--- src/design/phs_div.sv ---
// ---------------------------------------------------------------------------
// phs_div
// Pipelined restoring divider, one quotient bit per stage.
// ---------------------------------------------------------------------------
module phs_div #(
    parameter int NW = 23,
    parameter int DW = 8,
    parameter int QW = 15
) (
    input  logic          clk,
    input  logic [NW-1:0] num,
    input  logic [DW-1:0] den,
    output logic [QW-1:0] quo
);

    logic [NW-1:0] rem_reg [QW];
    logic [DW-1:0] den_reg [QW];
    logic [QW-1:0] q_reg   [QW];

    for (genvar k = 0; k < QW; k++)
    begin : g_step
        logic [NW-1:0]    rem_src;
        logic [DW-1:0]    den_src;
        logic [QW-1:0]    q_src;
        logic [NW+QW-1:0] trial;
        logic             ge;
        logic [NW-1:0]    rem_next;
        logic [QW-1:0]    q_next;

        if (k == 0)
        begin : g_first
            assign rem_src = num;
            assign den_src = den;
            assign q_src   = '0;
        end
        else
        begin : g_rest
            assign rem_src = rem_reg[k-1];
            assign den_src = den_reg[k-1];
            assign q_src   = q_reg[k-1];
        end

        always_comb
        begin
            trial    = {{(NW+QW-DW){1'b0}}, den_src} << (QW - 1 - k);
            ge       = ({{QW{1'b0}}, rem_src} >= trial);
            rem_next = ge ? (rem_src - trial[NW-1:0]) : rem_src;
            q_next   = q_src;
            q_next[QW-1-k] = ge;
        end

        always_ff @(posedge clk)
        begin
            rem_reg[k] <= rem_next;
            den_reg[k] <= den_src;
            q_reg[k]   <= q_next;
        end
    end

    assign quo = q_reg[QW-1];

endmodule

--- config.mk ---
export PLATFORM = sky130hd
export DESIGN_NAME = phs_div
export DESIGN_NICKNAME = d
export VERILOG_FILES = /design/src/design/phs_div.sv
export SDC_FILE = /design/constraint.sdc
export NUM_CORES = 1
export LEC_CHECK = 0
export BUFFER_PORTS_ARGS = -buffer_cell sky130_fd_sc_hd__buf_2
export CAP_MARGIN = 0
export CORE_MARGIN = 10
export CORE_UTILIZATION = 40
export CTS_CLUSTER_SIZE = 25
export DETAILED_ROUTE_END_ITERATION = 6
export HOLD_SLACK_MARGIN = 0.02
export PLACE_DENSITY = 0.57
export SLEW_MARGIN = 20
export SYNTH_ARGS = -nofsm -noshare
export SYNTH_HDL_FRONTEND = slang
export SYNTH_SLANG_ARGS = --single-unit
--- constraint.sdc ---
create_clock -name clk -period 2.8 [get_ports clk]
set_clock_uncertainty 0.05 [all_clocks]
set_input_delay 0.56 -clock clk [delete_from_list [all_inputs] [get_ports clk]]
set_output_delay 0.56 -clock clk [all_outputs]
set_load 0.05 [all_outputs]
==> impl_results.md <==
- Status: finished clean
- Yosys top cell by area: dfxtp_1
- Routed WL: ~43000 um
- Crit path from: den[6]
- RD Place Congestion: 0.872
- Slowest stage delay, CP: ~0.52 ns
- Power per cell area: 1140 nW/um2
- Fin. Hold Viols: 0
- Most common cell after layout, fill and taps aside: dfxtp_1
- IO Count: between 40 and 50
- Syn Inst Count: 1934
- Via Count: 13800
- FMAX: between 300 and 400 MHz
- Final setup violation count: 0
- Max cap viols: 0
- YS warnings: 0
- Die width: 246 um
- Starting Density: 0.406
- DRC violations left: 0
- Post-synth EDFFs: 0
- Iter 0 DRT Violations: 686
- Kind of cell adding the most delay to the critical path: compound AO/OA/AOI/OAI gates
- Async SR Flop Fraction: 0
- Req. time, crit path: 3.23 ns
- Post-Place Cells: between 2000 and 3000
- Crit-path cells: dlygate4sd3_1 > buf_2 > inv_1 > ha_1 > nor4b_2 > nand4_1 > o41ai_1 > a21oi_1 > buf_4 > o21ai_0
- CORE AREA: 50300 um2
- Worst skew pair latency: 0.61 ns
- Setup Crit Path Kind: primary input to register
- First-pass GRT wire length: ~70000 um
- Clk sink count: roughly 550
- Period utilization: 0.953
- Met2 GRT Util: 0.228
- Worst setup margin: between 0.1 and 0.15 ns
- Vias in the first global route: about 14000
- Tmin final: around 2.7 ns
- Mean Syn Cell Area: 10.5 um2
- Total global-route track usage: 0.142
- DR WL/cell: approximately 15 um
- Number of fill cells in the layout: between 4000 and 5000
- H-tree Lvls: 2
- HPWL after DPL: ~33000 um
- Area Growth Syn to Fin: 17.3%
- Vias per inst: between 4 and 5
- Antenna viol nets, final: 0
- Dpl ws: about 0.018 ns
- CP Capture Type: register
- Ys flop type: dfxtp_1
- CTS tree: built
- Mapped cell area: ~20000 um2
- RSZ-0062 raised after global routing: false
- Longest Clk Path Bufs: 3
- Antenna violations before repair: 1
- Layout cells sized above 1: 0.120
- Antenna cell count: 0
- # rows: 82
- Synth top area cells: dfxtp_1 54%, ha_1 7.4%, xor2_1 3.1%
- Most frequent cells in the layout: 553 x dfxtp_1, 154 x inv_1, 124 x nor2_1
- Max-slew violations: 0
- Max IR drop VDD: roughly 0.00064 V
- Chip height: about 250 um
- Slowest CP cell: dlygate4sd3_1
- First-pass iteration count of the detailed router: 4
- Worst hold path type: primary input to register
- Gr busiest metal: met2
- CP Launch Type: primary input
- Root Buffer: clkbuf_16
- GR Util met3: 0.0289
- Synth top area share: 0.544
- Max reg flops: 322
- Hold_sp: num[0]
- Max transition margin: 0.476
- Syn_nets: 2100
- Post-synth cell types: 69
- Leakage: about 10 nW
- Crit Reg-Reg Startpoint: den_reg[4][4]$_DFF_P_
- Worst slew pin tran: just under 0.8 ns
- Synthesized flop and latch total: 554
- Crit path max fanout: 13
- Final non-filler cell total: around 2800
- Setup TNS: 0 ns
- Clock-pin slew on the worst setup and hold paths: 0.06 ns
- I/O Buffers: 46
- CP arrival: 3.10 ns
- Die area: 60400 um2
- CTS Buf Count: 55
- GR Util met1: 0.187
- Worst Path Buf+Inv: 4
- GR Overflow Total: 0
- Register area share after synthesis: 0.544
- # nets final: approximately 2200
- Largest net degree at the start of global routing: 22
==> per-layer routing <==
layer	routed length (um)	part of all wire	vias up
li1	-	-	7018
met1	20900	0.49	6427
met2	19000	0.44	280
met3	1890	0.044	83
met4	1230	0.029	0
met5	0	0	-
==> area by class of cell <==
class,instances,area (um2),share of cell area
multi-input cells,1203,8690,0.363
well taps,672,841,0.0352
inverters,155,582,0.0243
flip-flops and latches,554,11100,0.464
repair buffers,106,723,0.0302
clock buffers,69,1500,0.0627
clock inverters,33,489,0.0205
==> per-stage QoR <==
stage | utilization | instance area (um2) | hold slack (ns) | total power, mW
floorplan | - | 20400 | 0.260 | 17.1
global placement | 0.431 | 21700 | 0.260 | 19.2
detailed placement | 0.431 | 21700 | 0.262 | 19.3
CTS | 0.474 | 23800 | 0.0204 | 27.3
global route | 0.476 | 23900 | 0.0265 | 28.9
finish | 0.476 | 23900 | 0.0509 | 27.1
==> kinds of logic after synthesis <==
logic type               after synthesis  synth area share
AO/OA/AOI/OAI                        344             0.108
XOR/XNOR                             138            0.0593
adder cells (fa/ha/maj)              134            0.0874
buffers and inverters                177            0.0335
flip-flops                           554             0.544
multiplexers                          41            0.0227
AND/OR/NAND/NOR                      546             0.146
==> path summary, 6_finish.rpt <==
check,slack (ns),depth (start not counted),to
worst max-delay path,0.13,10,rem_reg[0][20]$_DFF_P_
worst min-delay path,0.05,1,rem_reg[0][0]$_DFF_P_
worst max register to register,0.14,8,rem_reg[0][127]$_DFF_P_
worst min register to register,0.27,0,q_reg[0][88]$_DFF_P_
==> cells in the mapped netlist (4+ instances only) <==
master and count:
dfxtp_1 554, inv_1 154, nor2_1 124, ha_1 120, nand2_1 103, o21ai_0 102
a21oi_1 77, xor2_1 72, xnor2_1 66, nor3_1 54, o21a_1 40, nor4_1 39
mux2_2 30, or3_1 26, nor2b_1 25, nand2b_1 24, a21o_1 22, o31ai_1 22
nand3_1 21, a211oi_1 18, nand4_1 18, or4_1 17, clkbuf_1 16, nor4b_1 15
o31a_1 15, fa_1 14, nand4b_1 13, nor3b_1 13, nand3b_1 11, or2_2 10
mux2i_1 8, a21boi_0 6, and3_1 6, and4b_1 6, o211ai_1 6, and2_1 4
o41ai_1 4
==> where the power goes <==
| part | internal, mW | switching [mW] | leakage [nW] |
|---|---|---|---|
| Combinational | 3.77 | 4.19 | 4.55 |
| Clock | 4.75 | 3.02 | 0.957 |
| Sequential | 9.92 | 1.49 | 4.64 |
==> what timing repair did <==
item,CTS,global route
setup endpoints to repair,0,20
buffers inserted,0,1
gates resized for setup,0,14
endpoints found under the hold margin,16,1
hold buffers,16,1
No activity file was read; power rests on OpenSTA's default activity.
