$ cat src/design/phs_pkg.sv
// ---------------------------------------------------------------------------
// phs_pkg
// Shared types and constants for the palette HSV shift unit.
// ---------------------------------------------------------------------------
package phs_pkg;

    localparam int HUE_FULL   = 23040;
    localparam int HUE_SECTOR = 3840;
    localparam int UNIT       = 4096;
    localparam int SAT_FLOOR  = 41;

    // restoring divider geometry: numerator bits and quotient bits
    localparam int NUM_W = 23;
    localparam int QUO_W = 15;

    // configuration register indexes
    localparam logic [2:0] REG_HUE_LOW  = 3'd0;
    localparam logic [2:0] REG_SAT_LOW  = 3'd1;
    localparam logic [2:0] REG_VAL_LOW  = 3'd2;
    localparam logic [2:0] REG_HUE_HIGH = 3'd3;
    localparam logic [2:0] REG_SAT_HIGH = 3'd4;
    localparam logic [2:0] REG_VAL_HIGH = 3'd5;

    typedef struct packed {
        logic [7:0] entry_index;
        logic [7:0] red_in;
        logic [7:0] green_in;
        logic [7:0] blue_in;
    } phs_in_t;

    typedef struct packed {
        logic [7:0] red_out;
        logic [7:0] green_out;
        logic [7:0] blue_out;
    } phs_out_t;

    typedef struct packed {
        logic signed [15:0] hue;
        logic signed [12:0] sat;
        logic signed [12:0] val;
    } phs_shift_t;

    // data that rides alongside the dividers
    typedef struct packed {
        logic        bypass;
        logic [23:0] rgb;
        logic [12:0] val;
        phs_shift_t  shift;
    } phs_side_t;

endpackage

$ cat src/design/phs_back.sv
// ---------------------------------------------------------------------------
// phs_back
// Offset/wrap stage and three stages of HSV to RGB conversion.
// ---------------------------------------------------------------------------
module phs_back (
    input  logic                      clk,
    input  logic                      rst_n,
    input  logic                      in_valid,
    input  phs_pkg::phs_side_t        side,
    input  logic [phs_pkg::QUO_W-1:0] h_quo,
    input  logic [phs_pkg::QUO_W-1:0] s_quo,
    output logic                      out_valid_reg,
    output phs_pkg::phs_out_t         result_reg
);

    localparam logic [23:0] FULL_M = 24'd15728640;

    // wrap stage
    logic signed [17:0] hsum;
    logic [16:0]        hpos, hw;
    logic signed [13:0] ssum, vsum;
    logic [12:0]        s_w, v_w;
    logic [2:0]         sec_next;
    logic [11:0]        f_next;

    logic        w_valid_reg, w_bypass_reg;
    logic [23:0] w_rgb_reg;
    logic [2:0]  w_sec_reg;
    logic [11:0] w_f_reg;
    logic [12:0] w_s_reg, w_v_reg;

    always_comb
    begin
        // biased by two turns so the sum is never negative
        hsum = {3'd0, h_quo} + {{2{side.shift.hue[15]}}, side.shift.hue} + 18'sd46080;
        hpos = hsum[16:0];
        if (hpos >= 17'd92160)
        begin
            hw = hpos - 17'd92160;
        end
        else if (hpos >= 17'd69120)
        begin
            hw = hpos - 17'd69120;
        end
        else if (hpos >= 17'd46080)
        begin
            hw = hpos - 17'd46080;
        end
        else if (hpos >= 17'd23040)
        begin
            hw = hpos - 17'd23040;
        end
        else
        begin
            hw = hpos;
        end

        ssum = {1'b0, s_quo[12:0]} + {side.shift.sat[12], side.shift.sat};
        if (ssum > 14'sd4096)
        begin
            ssum = ssum - 14'sd4096;
        end
        if (ssum < 0)
        begin
            ssum = ssum + 14'sd4096;
        end
        s_w = (ssum == 0) ? 13'(phs_pkg::SAT_FLOOR) : ssum[12:0];

        vsum = {1'b0, side.val} + {side.shift.val[12], side.shift.val};
        if (vsum > 14'sd4096)
        begin
            vsum = vsum - 14'sd4096;
        end
        if (vsum < 0)
        begin
            vsum = vsum + 14'sd4096;
        end
        v_w = vsum[12:0];

        if (hw >= 17'd19200)
        begin
            sec_next = 3'd5;
            f_next   = 12'(hw - 17'd19200);
        end
        else if (hw >= 17'd15360)
        begin
            sec_next = 3'd4;
            f_next   = 12'(hw - 17'd15360);
        end
        else if (hw >= 17'd11520)
        begin
            sec_next = 3'd3;
            f_next   = 12'(hw - 17'd11520);
        end
        else if (hw >= 17'd7680)
        begin
            sec_next = 3'd2;
            f_next   = 12'(hw - 17'd7680);
        end
        else if (hw >= 17'd3840)
        begin
            sec_next = 3'd1;
            f_next   = 12'(hw - 17'd3840);
        end
        else
        begin
            sec_next = 3'd0;
            f_next   = hw[11:0];
        end
    end

    // products stage
    logic        m1_valid_reg, m1_bypass_reg;
    logic [23:0] m1_rgb_reg;
    logic [2:0]  m1_sec_reg;
    logic [12:0] m1_v_reg;
    logic [24:0] m1_sf_reg, m1_st_reg, m1_sp_reg;

    // v times factor stage
    logic        m2_valid_reg, m2_bypass_reg;
    logic [23:0] m2_rgb_reg;
    logic [2:0]  m2_sec_reg;
    logic [36:0] m2_pv_reg, m2_pp_reg, m2_pq_reg, m2_pt_reg;
    logic [23:0] mp, mq, mt;

    // final byte: v*m*255/(2^24*3840) = v*m*17 >> 32
    logic [41:0]       xv, xp, xq, xt;
    logic [7:0]        bv, bp, bq, bt;
    phs_pkg::phs_out_t res_next;

    always_comb
    begin
        mp = FULL_M - m1_sp_reg[23:0];
        mq = FULL_M - m1_sf_reg[23:0];
        mt = FULL_M - m1_st_reg[23:0];

        xv = {5'd0, m2_pv_reg} + {1'b0, m2_pv_reg, 4'd0};
        xp = {5'd0, m2_pp_reg} + {1'b0, m2_pp_reg, 4'd0};
        xq = {5'd0, m2_pq_reg} + {1'b0, m2_pq_reg, 4'd0};
        xt = {5'd0, m2_pt_reg} + {1'b0, m2_pt_reg, 4'd0};
        bv = xv[39:32];
        bp = xp[39:32];
        bq = xq[39:32];
        bt = xt[39:32];

        case (m2_sec_reg)
            3'd0:    res_next = '{red_out: bv, green_out: bt, blue_out: bp};
            3'd1:    res_next = '{red_out: bq, green_out: bv, blue_out: bp};
            3'd2:    res_next = '{red_out: bp, green_out: bv, blue_out: bt};
            3'd3:    res_next = '{red_out: bp, green_out: bq, blue_out: bv};
            3'd4:    res_next = '{red_out: bt, green_out: bp, blue_out: bv};
            default: res_next = '{red_out: bv, green_out: bp, blue_out: bq};
        endcase
        if (m2_bypass_reg)
        begin
            res_next = m2_rgb_reg;
        end
    end

    always_ff @(posedge clk or negedge rst_n)
    begin
        if (!rst_n)
        begin
            w_valid_reg   <= 1'b0;
            m1_valid_reg  <= 1'b0;
            m2_valid_reg  <= 1'b0;
            out_valid_reg <= 1'b0;
        end
        else
        begin
            w_valid_reg   <= in_valid;
            m1_valid_reg  <= w_valid_reg;
            m2_valid_reg  <= m1_valid_reg;
            out_valid_reg <= m2_valid_reg;
        end
    end

    always_ff @(posedge clk)
    begin
        w_bypass_reg  <= side.bypass;
        w_rgb_reg     <= side.rgb;
        w_sec_reg     <= sec_next;
        w_f_reg       <= f_next;
        w_s_reg       <= s_w;
        w_v_reg       <= v_w;

        m1_bypass_reg <= w_bypass_reg;
        m1_rgb_reg    <= w_rgb_reg;
        m1_sec_reg    <= w_sec_reg;
        m1_v_reg      <= w_v_reg;
        m1_sf_reg     <= w_s_reg * w_f_reg;
        m1_st_reg     <= w_s_reg * (12'd3840 - w_f_reg);
        m1_sp_reg     <= w_s_reg * 12'd3840;

        m2_bypass_reg <= m1_bypass_reg;
        m2_rgb_reg    <= m1_rgb_reg;
        m2_sec_reg    <= m1_sec_reg;
        m2_pv_reg     <= m1_v_reg * FULL_M;
        m2_pp_reg     <= m1_v_reg * mp;
        m2_pq_reg     <= m1_v_reg * mq;
        m2_pt_reg     <= m1_v_reg * mt;

        result_reg    <= res_next;
    end

endmodule

$ cat config.mk
export PLATFORM = sky130hd
export DESIGN_NAME = phs_back
export DESIGN_NICKNAME = d
export VERILOG_FILES = /design/src/design/phs_pkg.sv /design/src/design/phs_back.sv
export SDC_FILE = /design/constraint.sdc
export NUM_CORES = 2
export LEC_CHECK = 0
export BUFFER_PORTS_ARGS = -buffer_cell sky130_fd_sc_hd__buf_2
export CAP_MARGIN = 30
export CORE_MARGIN = 1
export CORE_UTILIZATION = 60
export DETAILED_ROUTE_END_ITERATION = 10
export GPL_ROUTABILITY_DRIVEN = 0
export GPL_TIMING_DRIVEN = 0
export PLACE_DENSITY = 0.77
export SYNTH_ARGS = -nofsm -noshare
export SYNTH_HDL_FRONTEND = slang
export SYNTH_SLANG_ARGS = --single-unit
$ cat constraint.sdc
create_clock -name clk -period 9.1 [get_ports clk]
set_input_delay 0.91 -clock clk [delete_from_list [all_inputs] [get_ports clk]]
set_output_delay 0.91 -clock clk [all_outputs]
set_load 0.01 [all_outputs]
==> impl_metrics.csv <==
group,metric,value,unit
outcome,status,"finished clean",
routing,wirelength,141000,um
setup_path,cp_common_cell,"inv_1",
yosys,ys_warn_count,0,
yosys,synth_top_area_cell,"fa_1",
routing,ant_nets,0,
cells_and_area,final_cells,7315,
yosys,synthesis.area,53200,sq um
setup_path,cp-end-kind,"flip-flop",
cells_and_area,fillers,7097,
global_routing,grt_pass1_vias,43600,
timing,hold_slack,0.104,ns
global_routing,grt_usage,32.0,%
yosys,synth_cell_types,95,
global_routing,grt_pass1_wl,225000,um
global_routing,grt.overflow.total,0,
clock_tree,cts_buffers,43,
placement,dp_hpwl,115000,um
timing,fmax,0.111,GHz
clock_tree,cts_tree,"built",
timing,fin_crit_sh,99.4,%
clock_tree,clock-sinks,345,
yosys,synthFlopType,"dfxtp_1",
cells_and_area,final_net_count,7750,
clock_tree,insertion_delay,0.63,ns
setup_path,cpPeakStageDelay,0.72,ns
setup_path,critPathArrivalTime,9.50,ns
cells_and_area,drive_gt1_share,4.76,%
clock_tree,cts_setup_buffers,0,
floorplan,initial_core_util,61.0,%
global_routing,grt_start_max_net_pins,16,
setup_path,path_max_fanout,10,
timing,setup_viol,0,
setup_path,path_class,"flip-flop to flip-flop",
routing,via_count,42000,
yosys,yosysMostFrequentCell,"inv_1",
setup_path,crit_path_start_kind,"flip-flop",
setup_path,required,9.55,ns
timing,hold_violations,0,
floorplan,core,87300,sq um
yosys,synthArstFlopShare,1.16,%
routing,wire_per_inst,19.2,um
clock_tree,root_buffer,"clkbuf_16",
cells_and_area,area_delta_synth_final,7.29,%
timing,setup-tns-final,0,ns
floorplan,ios,138,
yosys,synth_edf_count,0,
floorplan,fp.dieArea,89900,sq um
floorplan,fp.dieW,300,um
global_routing,antenna_found_initial,7,
placement,dp.cells,7227,
cells_and_area,largest_register_ffs,37,
floorplan,die_y,300,um
routing,firstDrtPassIters,8,
flow_run,drv_cap,0,
timing,slew_violations,0,
clock_tree,clkTransAtPathRegs,0.06,ns
yosys,synthTopCellsByCount,"1,120 x inv_1, 917 x fa_1, 845 x nand2_1",
routing,drc,0,
timing,period_needed,9.04,ns
hold_path,min_path_type,"primary input to asynchronous set/reset pin",
yosys,syn_inst,5932,
yosys,yosysSeqAreaShare,13.0,%
timing,slew_headroom,24.5,%
yosys,synth.area.top_cells,"fa_1 34%, ha_1 14%, dfxtp_1 13%",
clock_tree,clk_path_buf_depth,3,
yosys,syn_avg_cell_area,8.97,sq um
setup_path,crit_slowest_cell,"dfxtp_1",
yosys,synth_top_area_share,34.5,%
placement,port-buffer-count,135,
timing,skew,0.0732,ns
routing,drt-initial-drc-count,3954,
clock_tree,htree_levels,2,
routing,vias_per_cell,5.74,
timing,tightestPinTransition,1.13,ns
yosys,synth_nets,7562,
clock_tree,holdBufCountCts,0,
floorplan,rows,108,
yosys,ys_ff_latch,345,
timing,rsz0062_at_grt,"false",
## timing repair
action	in CTS	in global routing
pin swaps	0	0
gates cloned	0	0
endpoints found under the hold margin	0	0
endpoints found under the setup margin	1	8
resized for setup	1	15
## per-layer routing
metal / global-route usage (%) / wire (um) / share of wire, % / vias up
li1: - / - / - / 18800
met1: 39.1 / 52200 / 37 / 20400
met2: 52.0 / 63900 / 45 / 2237
met3: 8.17 / 15300 / 11 / 566
met4: 17.8 / 9190 / 6.5 / 4
met5: 0 / 25 / 0.018 / -
## layout by cell type (no fill, tap or decap), drive strengths merged, types with 65 or more instances in the layout
cell	Yosys	layout
inv	1121	1129
fa	917	917
ha	600	600
clkbuf	232	283
nand2	847	847
nor3	65	65
xor2	85	85
nor2	202	202
dfxtp	341	341
and2	429	429
xnor2	184	184
buf	7	150
o21ai	114	114
a21oi	179	179
## path summary, 6_finish.rpt
kind | start | slack (ns) | cells past startpoint | to
worst min register to register | m1_rgb_reg[21] | 0.32 | 0 | m2_rgb_reg[21]
min in group clk | m1_rgb_reg[21] | 0.32 | 0 | m2_rgb_reg[21]
worst max-delay path | m1_st_reg[0] | 0.06 | 31 | m2_pt_reg[35]
worst max register to register | m1_st_reg[0] | 0.06 | 31 | m2_pt_reg[35]
max in group asynchronous | rst_n | 8.86 | 1 | w_valid_reg
worst min-delay path | rst_n | 0.10 | 1 | m1_valid_reg
## cells by family after synthesis
logic type	share of synthesized area, %
and+or+nand+nor	15.8
DFF	13.0
xor gates and xnor gates	4.44
muxes	0.390
buffers and inverters	9.64
adders and majority gates	48.6
AOI/OAI and AO/OA	8.16
## stage by stage
| step | instance area [sq um] | setup slack [ns] | utilization (%) |
|---|---|---|---|
| finish | 57100 | 0.0557 | 65.4 |
| global route | 57100 | 0.00361 | 65.4 |
| CTS | 57000 | 0.162 | 65.3 |
| detailed placement | 55400 | -0.0989 | 63.5 |
| global placement | 55400 | -0.0204 | 63.4 |
| floorplan | 53200 | 1.83 | - |
## area by class of cell
cell class | count | area (sq um) | share of cell area [%]
Antenna cell | 5 | 12.5 | 0.0219
Buffer | 238 | 913 | 1.60
Clock buffer | 52 | 1190 | 2.08
Clock inverter | 28 | 380 | 0.666
Inverter | 1124 | 4220 | 7.39
Multi-Input combinational cell | 4224 | 41200 | 72.2
Sequential cell | 345 | 6930 | 12.1
Tap cell | 1155 | 1450 | 2.53
Timing Repair Buffer | 144 | 797 | 1.40
## critical path, delay by kind of cell, from the launching register on
kind	cells	cell delay, ns
buffers and inverters	9	1.13
AND/OR/NAND/NOR	4	0.57
adder cells (fa/ha/maj)	7	2.97
flip-flops	1	0.72
XOR/XNOR	2	1.08
AO/OA/AOI/OAI	9	2.46
Power is left out: the tool's default activity adds up to more than one toggle a clock period on the data nets, which glitch-free logic cannot reach.
