[src/design/phs_pkg.sv]
// ---------------------------------------------------------------------------
// phs_pkg
// Shared types and constants for the palette HSV shift unit.
// ---------------------------------------------------------------------------
package phs_pkg;

    localparam int HUE_FULL   = 23040;
    localparam int HUE_SECTOR = 3840;
    localparam int UNIT       = 4096;
    localparam int SAT_FLOOR  = 41;

    // restoring divider geometry: numerator bits and quotient bits
    localparam int NUM_W = 23;
    localparam int QUO_W = 15;

    // configuration register indexes
    localparam logic [2:0] REG_HUE_LOW  = 3'd0;
    localparam logic [2:0] REG_SAT_LOW  = 3'd1;
    localparam logic [2:0] REG_VAL_LOW  = 3'd2;
    localparam logic [2:0] REG_HUE_HIGH = 3'd3;
    localparam logic [2:0] REG_SAT_HIGH = 3'd4;
    localparam logic [2:0] REG_VAL_HIGH = 3'd5;

    typedef struct packed {
        logic [7:0] entry_index;
        logic [7:0] red_in;
        logic [7:0] green_in;
        logic [7:0] blue_in;
    } phs_in_t;

    typedef struct packed {
        logic [7:0] red_out;
        logic [7:0] green_out;
        logic [7:0] blue_out;
    } phs_out_t;

    typedef struct packed {
        logic signed [15:0] hue;
        logic signed [12:0] sat;
        logic signed [12:0] val;
    } phs_shift_t;

    // data that rides alongside the dividers
    typedef struct packed {
        logic        bypass;
        logic [23:0] rgb;
        logic [12:0] val;
        phs_shift_t  shift;
    } phs_side_t;

endpackage

[src/design/phs_front.sv]
// ---------------------------------------------------------------------------
// phs_front
// First stage: max/min, value, hue numerator and divider operands.
// ---------------------------------------------------------------------------
module phs_front (
    input  logic                        clk,
    input  logic                        rst_n,
    input  logic                        in_valid,
    input  phs_pkg::phs_in_t            item,
    input  phs_pkg::phs_shift_t         shift_low,
    input  phs_pkg::phs_shift_t         shift_high,
    output logic                        valid_reg,
    output phs_pkg::phs_side_t          side_reg,
    output logic [phs_pkg::NUM_W-1:0]   hnum_reg,
    output logic [7:0]                  hden_reg,
    output logic [phs_pkg::NUM_W-1:0]   snum_reg,
    output logic [7:0]                  sden_reg
);

    logic [7:0]         r, g, b, mx, mn, d;
    logic signed [24:0] rs, gs, bs, dd, tot;
    logic [11:0]        y;
    logic [12:0]        ysum;
    logic [12:0]        v;
    phs_pkg::phs_side_t side_next;

    always_comb
    begin
        r = item.red_in;
        g = item.green_in;
        b = item.blue_in;
        mx = (r > g) ? r : g;
        if (b > mx)
        begin
            mx = b;
        end
        mn = (r < g) ? r : g;
        if (b < mn)
        begin
            mn = b;
        end
        d  = mx - mn;
        rs = {17'd0, r};
        gs = {17'd0, g};
        bs = {17'd0, b};
        dd = {17'd0, d};
        if (r == mx)
        begin
            tot = 25'sd3840 * (gs - bs);
        end
        else if (g == mx)
        begin
            tot = 25'sd7680 * dd + 25'sd3840 * (bs - rs);
        end
        else
        begin
            tot = 25'sd15360 * dd + 25'sd3840 * (rs - gs);
        end
        if (tot < 0)
        begin
            tot = tot + 25'sd23040 * dd;
        end
        // mx*4096/255 = 16*mx + floor(16*mx/255)
        y    = {mx, 4'd0};
        ysum = {1'b0, y} + {5'd0, y[11:8]} + 13'd1;
        v    = {1'b0, y} + {8'd0, ysum[12:8]};

        side_next.bypass = (item.entry_index[7:6] != 2'b11) || (mx == mn);
        side_next.rgb    = {r, g, b};
        side_next.val    = v;
        side_next.shift  = item.entry_index[5] ? shift_high : shift_low;
    end

    always_ff @(posedge clk or negedge rst_n)
    begin
        if (!rst_n)
        begin
            valid_reg <= 1'b0;
        end
        else
        begin
            valid_reg <= in_valid;
        end
    end

    always_ff @(posedge clk)
    begin
        side_reg <= side_next;
        hnum_reg <= tot[phs_pkg::NUM_W-1:0];
        hden_reg <= d;
        snum_reg <= {3'd0, d, 12'd0};
        sden_reg <= mx;
    end

endmodule

[config.mk]
export PLATFORM = sky130hd
export DESIGN_NAME = phs_front
export DESIGN_NICKNAME = d
export VERILOG_FILES = /design/src/design/phs_pkg.sv /design/src/design/phs_front.sv
export SDC_FILE = /design/constraint.sdc
export NUM_CORES = 1
export LEC_CHECK = 0
export BUFFER_PORTS_ARGS = -buffer_cell sky130_fd_sc_hd__buf_2
export CORE_MARGIN = 5
export CORE_UTILIZATION = 40
export CTS_CLUSTER_DIAMETER = 120
export DETAILED_ROUTE_END_ITERATION = 7
export GPL_TIMING_DRIVEN = 0
export SYNTH_ARGS = -nofsm -noshare
export SYNTH_HDL_FRONTEND = slang
export SYNTH_SLANG_ARGS = --single-unit
export TNS_END_PERCENT = 100
[constraint.sdc]
create_clock -name clk -period 0.8 [get_ports clk]
set_clock_uncertainty 0.2 [all_clocks]
set_input_delay 0.12 -clock clk [delete_from_list [all_inputs] [get_ports clk]]
set_output_delay 0.12 -clock clk [all_outputs]
set_load 0.02 [all_outputs]
==> results.tsv, run 1 <==
metric	value	unit
status	finished with violations	
violations	hold timing, setup timing	
crit_slowest_cell	fa_1	
diodes	0	
largest_register_ffs	80	
synthCells	1492	
area_growth	56.9	%
critPathKind	in -> reg	
met1_length	18600	µm
grt_setup_unrepaired	true	
die_h	190	µm
grt_pass1_vias	12200	
synth_compound_area_frac	0.186	
holdPathEnd	side_reg[39]$_DFF_P_	
finalNonFillerCells	2411	
cts_tree	yes	
via_count	12700	
finalSetupTns	-290.50	ns
antenna_found_initial	0	
holdPathStages	2	
routedWlPerCell	18.9	µm
max_freq	102	MHz
slew_headroom	0.389	
pre_cts_ws	-10.92	ns
synthFlopType	dfxtp_1	
hp-start	shift_low[39]	
ctsRootBufferMaster	clkbuf_16	
rows	66	
cts-htree-levels	3	
place_congestion	0.921	
ant_nets	0	
cp_max_fo	8	
final_layout_size_suffix_gt1_frac	0.465	
final_cell_mix	inv_1 (205), buf_6 (197), ha_1 (159)	
cts_hold_buf	19	
period_needed	9.78	ns
setup_viol	167	
drt-total-wl	45600	µm
grt_overflow_total	0	
async_flop_share	0.00893	
synth_top_family_by_area	adder cells	
yosys.area_share.simple	0.0993	
fin_crit_sh	12.2	
place_inst	2188	
grt_max_degree	21	
synthTopCellsByArea	ha_1 (19%), dfxtp_1 (17%), fa_1 (9.9%), inv_1 (6.5%), xnor2_1 (6.3%)	
vias_per_cell	5.26	
drv_slew	0	
ys_warn_count	0	
fin_hold_ws	-0.239	ns
synth-adder-area-share	0.287	
hold_violations	54	
ys_ff_latch	112	
final_common_cell	inv_1	
highest_layer	met4	
yosysTopAreaCellShare	0.187	
maxCapViolCount	0	
worst_pin_slew	0.910	ns
drc	0	
route.met3.wl	2940	µm
numClockSinks	112	
hold_class	in -> reg	
cp-start-kind	input port	
core-area	32300	µm²
synth.avg_cell_area	8.69	µm²
yosysTopAreaCell	ha_1	
first_pass_iters	6	
end_kind	register	
layout.nets	2341	
required	0.87	ns
synth-edff-count	0	
drtIter0Drc	790	
die_area	36100	µm²
cts_buffers	9	
route.met2.wl	22300	µm
ys_seq_area_frac	0.173	
clkTransAtPathRegs	0.08	ns
port_buffers	232	
clk_path_buf_depth	2	
cp_slowest_stage_delay	0.51	ns
start_util	0.401	
nFillCells	2567	
ys_types	89	
dp_hpwl	33200	µm
grt_pass1_wl	65000	µm
synth_mux_area_frac	0.0668	
fin_ws	-8.98	ns
synth_area	13000	µm²
yosys.area_share.xor_xnor	0.0909	
gr-usage-all-layers	0.227	
fp.dieW	190	µm
io_pins	262	
worstPathArrival	9.85	ns
cp_common_cell	ha_4	
worst max-delay path, delay by kind of cell:
| family | cells | cell delay [ns] |
|---|---|---|
| AO/OA/AOI/OAI | 21 | 3.77 |
| adder cells (fa/ha/maj) | 8 | 2.44 |
| AND/OR/NAND/NOR | 9 | 0.95 |
| multiplexers | 3 | 0.91 |
| buffers and inverters | 9 | 0.82 |
| XOR/XNOR | 4 | 0.78 |
cells by family (layout without fill, tap and decap cells):
family | count (synthesis) | count (layout)
flip-flops | 112 | 112
multiplexers | 78 | 78
buffers and inverters | 294 | 749
other | 1 | 23
XOR/XNOR | 133 | 133
adder cells (fa/ha/maj) | 259 | 259
AO/OA/AOI/OAI | 357 | 357
AND/OR/NAND/NOR | 258 | 258
layer usage:
metal | vias to the layer above | track usage
li1 | 6049 | -
met1 | 6005 | 0.297
met2 | 501 | 0.380
met3 | 134 | 0.0363
met4 | 0 | 0.0818
met5 | - | 0
area by class of cell:
cell class / instances / area (µm²) / share of cell area
flip-flops and latches: 112 / 2400 / 0.118
clock buffers: 9 / 225 / 0.0111
multi-input cells: 1108 / 11500 / 0.567
clock inverters: 7 / 82.6 / 0.00406
inverters: 229 / 922 / 0.0454
well taps: 442 / 553 / 0.0272
repair buffers: 443 / 4010 / 0.197
plain buffers: 61 / 604 / 0.0297
synthesized netlist by cell type, types with 4 or more instances:
master and n:
inv_1 225, ha_1 194, dfxtp_1 111, xnor2_1 93, a21oi_1 92, o21ai_0 70, nor2_1 66, fa_1 64
mux2_2 54, nand2_1 54, nor3_1 40, xor2_1 39, a21o_1 34, buf_4 31, o21bai_1 26, mux2i_1 22
nand3_1 21, a31oi_1 20, clkbuf_1 20, a21boi_0 17, nor2b_1 14, o31ai_1 14, buf_2 13, o2111ai_1 12
nand2b_1 9, nand4_1 9, o211ai_1 9, and3_1 8, o21a_1 6, or3_1 6, a311oi_1 5, or2_2 5
and4_1 4, nand3b_1 4, o221ai_1 4, o31a_1 4
how the worst max path moves through the flow:
stage,startpoint,slack [ns],end,cells after the start
2_1_floorplan,item[12],-8.64,hnum_reg[22]$_DFF_P_,51
4_1_cts,item[11],-8.74,hnum_reg[22]$_DFF_P_,53
3_3_place_gp,item[9],-10.86,hnum_reg[22]$_DFF_P_,47
3_5_place_dp,item[9],-10.92,hnum_reg[22]$_DFF_P_,47
5_1_grt,item[11],-9.25,hnum_reg[22]$_DFF_P_,52
6_report,item[10],-8.98,hnum_reg[22]$_DFF_P_,54
through the flow:
stage,cell area (µm²),util
final,20300,0.630
after global routing,20300,0.630
after CTS,18300,0.567
after detailed placement,15600,0.484
after global placement,15600,0.484
after floorplan,13900,-
repair_timing:
| item | 4_1_cts | 5_1_grt |
|---|---|---|
| setup endpoints to repair | 165 | 170 |
| pin swaps | 107 | 73 |
| resized for setup | 305 | 402 |
| setup buffers | 94 | 100 |
| endpoints found under the hold margin | 69 | 54 |
| gates cloned | 2 | 0 |
Power of run 1 is left out: the tool's default activity adds up to more than one toggle a clock period on the data nets, which glitch-free logic cannot reach.
==> run 2, diff against run 1 <==
--- a/config.mk
+++ b/config.mk
@@ -5,6 +5,7 @@
 export SDC_FILE = /design/constraint.sdc
 export NUM_CORES = 1
 export LEC_CHECK = 0
+export ABC_AREA = 1
 export BUFFER_PORTS_ARGS = -buffer_cell sky130_fd_sc_hd__buf_2
 export CORE_MARGIN = 5
 export CORE_UTILIZATION = 40
==> run 2 against run 1 <==
Against the previous run:
- the run still ends with hold timing, setup timing left
- setup slack improved by 1.3 ns
- clock-buffer cell count unchanged
- final cell count grew 0.62%
- area after synthesis decreased by 3.6%
- die area fell by 3.4%
- critical path type unchanged
- critical endpoint unchanged
==> results.tsv, run 2 <==
metric	value	unit	change
synthTopCellsByArea	ha_1 (19%), dfxtp_1 (18%), fa_1 (10%), inv_1 (9.6%), nand2_1 (8.7%)		was ha_1 (19%), dfxtp_1 (17%), fa_1 (9.9%), inv_1 (6.5%), xnor2_1 (6.3%)
cts_hold_buf	21		was 19
cts_tree	yes		unchanged
cts-htree-levels	3		unchanged
yosysMostFrequentCell	inv_1		unchanged
first_pass_iters	6		unchanged
crit_slowest_cell	fa_2		was fa_1
cp_num_cells	61		was 54
ant_nets	0		unchanged
largest_register_ffs	80		unchanged
drt-total-wl	38000	µm	was 45600 µm
ys_warn_count	0		unchanged
cp-start-kind	input port		unchanged
grt_pass1_wl	59500	µm	was 65000 µm
rows	64		was 66
ys_types	47		was 89
synth-edff-count	0		unchanged
setup_viol	167		unchanged
critPathKind	in -> reg		unchanged
synth.avg_cell_area	7.74	µm²	was 8.69 µm²
place_congestion	0.895		was 0.921
synthFlopType	dfxtp_1		unchanged
start_util	0.406		was 0.401
drv_slew	0		unchanged
end_kind	register		unchanged
max_freq	117	MHz	was 102 MHz
numClockSinks	112		unchanged
worst_pin_slew	1.04	ns	was 0.910 ns
finalSetupTns	-232.32	ns	was -290.50 ns
layout.nets	2400		was 2341
dp_hpwl	29300	µm	was 33200 µm
period_needed	8.52	ns	was 9.78 ns
area_growth	43.0	%	was 56.9%
cp_top_family	adder cells		was compound AO/OA/AOI/OAI gates
fin_crit_sh	10.7		was 12.2
dpl_cell_area	15100	µm²	was 15600 µm²
routedWlPerCell	15.7	µm	was 18.9 µm
gr-usage-all-layers	0.208		was 0.227
yosysTopAreaCellShare	0.194		was 0.187
grt_pass1_vias	11700		was 12200
async_flop_share	0.00893		unchanged
drc	0		unchanged
required	0.87	ns	about the same
port_buffers	232		unchanged
cp_slowest_stage_delay	0.64	ns	was 0.51 ns
cp_max_fo	5		was 8
io_pins	262		unchanged
synth_area	12500	µm²	was 13000 µm²
final_common_cell	inv_1		unchanged
synth.top_cells.by_count	inv_1 (321), nand2_1 (289), ha_1 (194)		was inv_1 (225), ha_1 (194), dfxtp_1 (111)
violations	hold timing, setup timing		unchanged
finalInstanceArea	17900	µm²	was 20300 µm²
yosysTopAreaCell	ha_1		unchanged
synthCells	1615		was 1492
clkTransAtPathRegs	0.08	ns	about the same
die_h	187	µm	was 190 µm
worstPathArrival	8.59	ns	was 9.85 ns
cts_buffers	9		unchanged
via_count	11800		was 12700
hold_violations	50		was 54
grt_setup_unrepaired	true		unchanged
grt_max_degree	23		was 21
ys_ff_latch	112		unchanged
holdPathStages	2		unchanged
drtIter0Drc	610		was 790
final_cell_mix	inv_1 (291), nand2_1 (241), ha_1 (164)		was inv_1 (205), buf_6 (197), ha_1 (159)
ys_seq_area_frac	0.180		was 0.173
fin_ws	-7.72	ns	was -8.98 ns
grt_overflow_total	0		unchanged
clk_path_buf_depth	2		unchanged
slew_headroom	0.308		was 0.389
core-area	30700	µm²	was 32300 µm²
hold_class	in -> reg		unchanged
final_layout_size_suffix_gt1_frac	0.375		was 0.465
die_area	34900	µm²	was 36100 µm²
antenna_found_initial	1		was 0
ctsRootBufferMaster	clkbuf_16		unchanged
status	finished with violations		unchanged
fp.dieW	187	µm	was 190 µm
fin_hold_ws	-0.230	ns	was -0.239 ns
maxCapViolCount	0		unchanged
vias_per_cell	4.87		was 5.26
crit_buf_inv	15		was 9
==> run 2: repair_timing <==
| action | 4_1_cts | 5_1_grt |
|---|---|---|
| pin swaps | 94 | 68 |
| setup endpoints to repair | 165 | 168 |
| endpoints found under the hold margin | 70 | 50 |
| setup buffers | 112 | 31 |
| gates cloned | 2 | 1 |
| resized for setup | 231 | 168 |
==> run 2: per-layer routing <==
layer / global-route usage / up-vias / routed length [µm]
met3: 0.0278 / 88 / 1980
met5: 0 / - / 0
met1: 0.262 / 5454 / 16000
met2: 0.367 / 373 / 18900
li1: - / 5895 / -
met4: 0.0691 / 0 / 1160
==> run 2: final cells by class <==
class	count	area (µm²)
diodes	2	5.00
plain buffers	48	574
clock buffers	9	225
clock inverters	7	83.8
fillers	2736	12900
inverters	328	1280
multi-input cells	1149	10000
flip-flops and latches	112	2340
well taps	396	495
repair buffers	375	2870
==> run 2: stage by stage <==
step	util	worst slack, ns	std cells	hold slack, ns
6_report	0.581	-7.72	2426	-0.230
3_5_place_dp	0.490	-8.83	2265	-0.305
2_1_floorplan	-	-7.29	1637	-0.376
4_1_cts	0.562	-7.52	2415	-0.246
5_1_grt	0.581	-8.19	2425	-0.243
3_3_place_gp	0.490	-8.78	2265	-0.305
==> run 2: logic make-up (layout without fill, tap and decap cells) <==
logic type / count (synthesis) / after routing / synth area share
AND/OR/NAND/NOR: 491 / 491 / 0.176
buffers and inverters: 376 / 767 / 0.127
adder cells (fa/ha/maj): 258 / 258 / 0.297
AO/OA/AOI/OAI: 209 / 209 / 0.0933
XOR/XNOR: 124 / 124 / 0.0869
flip-flops: 112 / 112 / 0.180
multiplexers: 44 / 44 / 0.0394
other: 1 / 25 / 0.000300
==> run 2: path summary, 6_finish.rpt <==
path                          startpoint                    to  slack [ns]
setup / recovery                item[12]  hnum_reg[22]$_DFF_P_       -7.72
hold / removal             shift_low[13]  side_reg[13]$_DFF_P_       -0.23
max in group asynchronous          rst_n   valid_reg$_DFF_PN0_        0.48
min in group asynchronous          rst_n   valid_reg$_DFF_PN0_       -0.16
Power of run 2 is left out for the same reason.
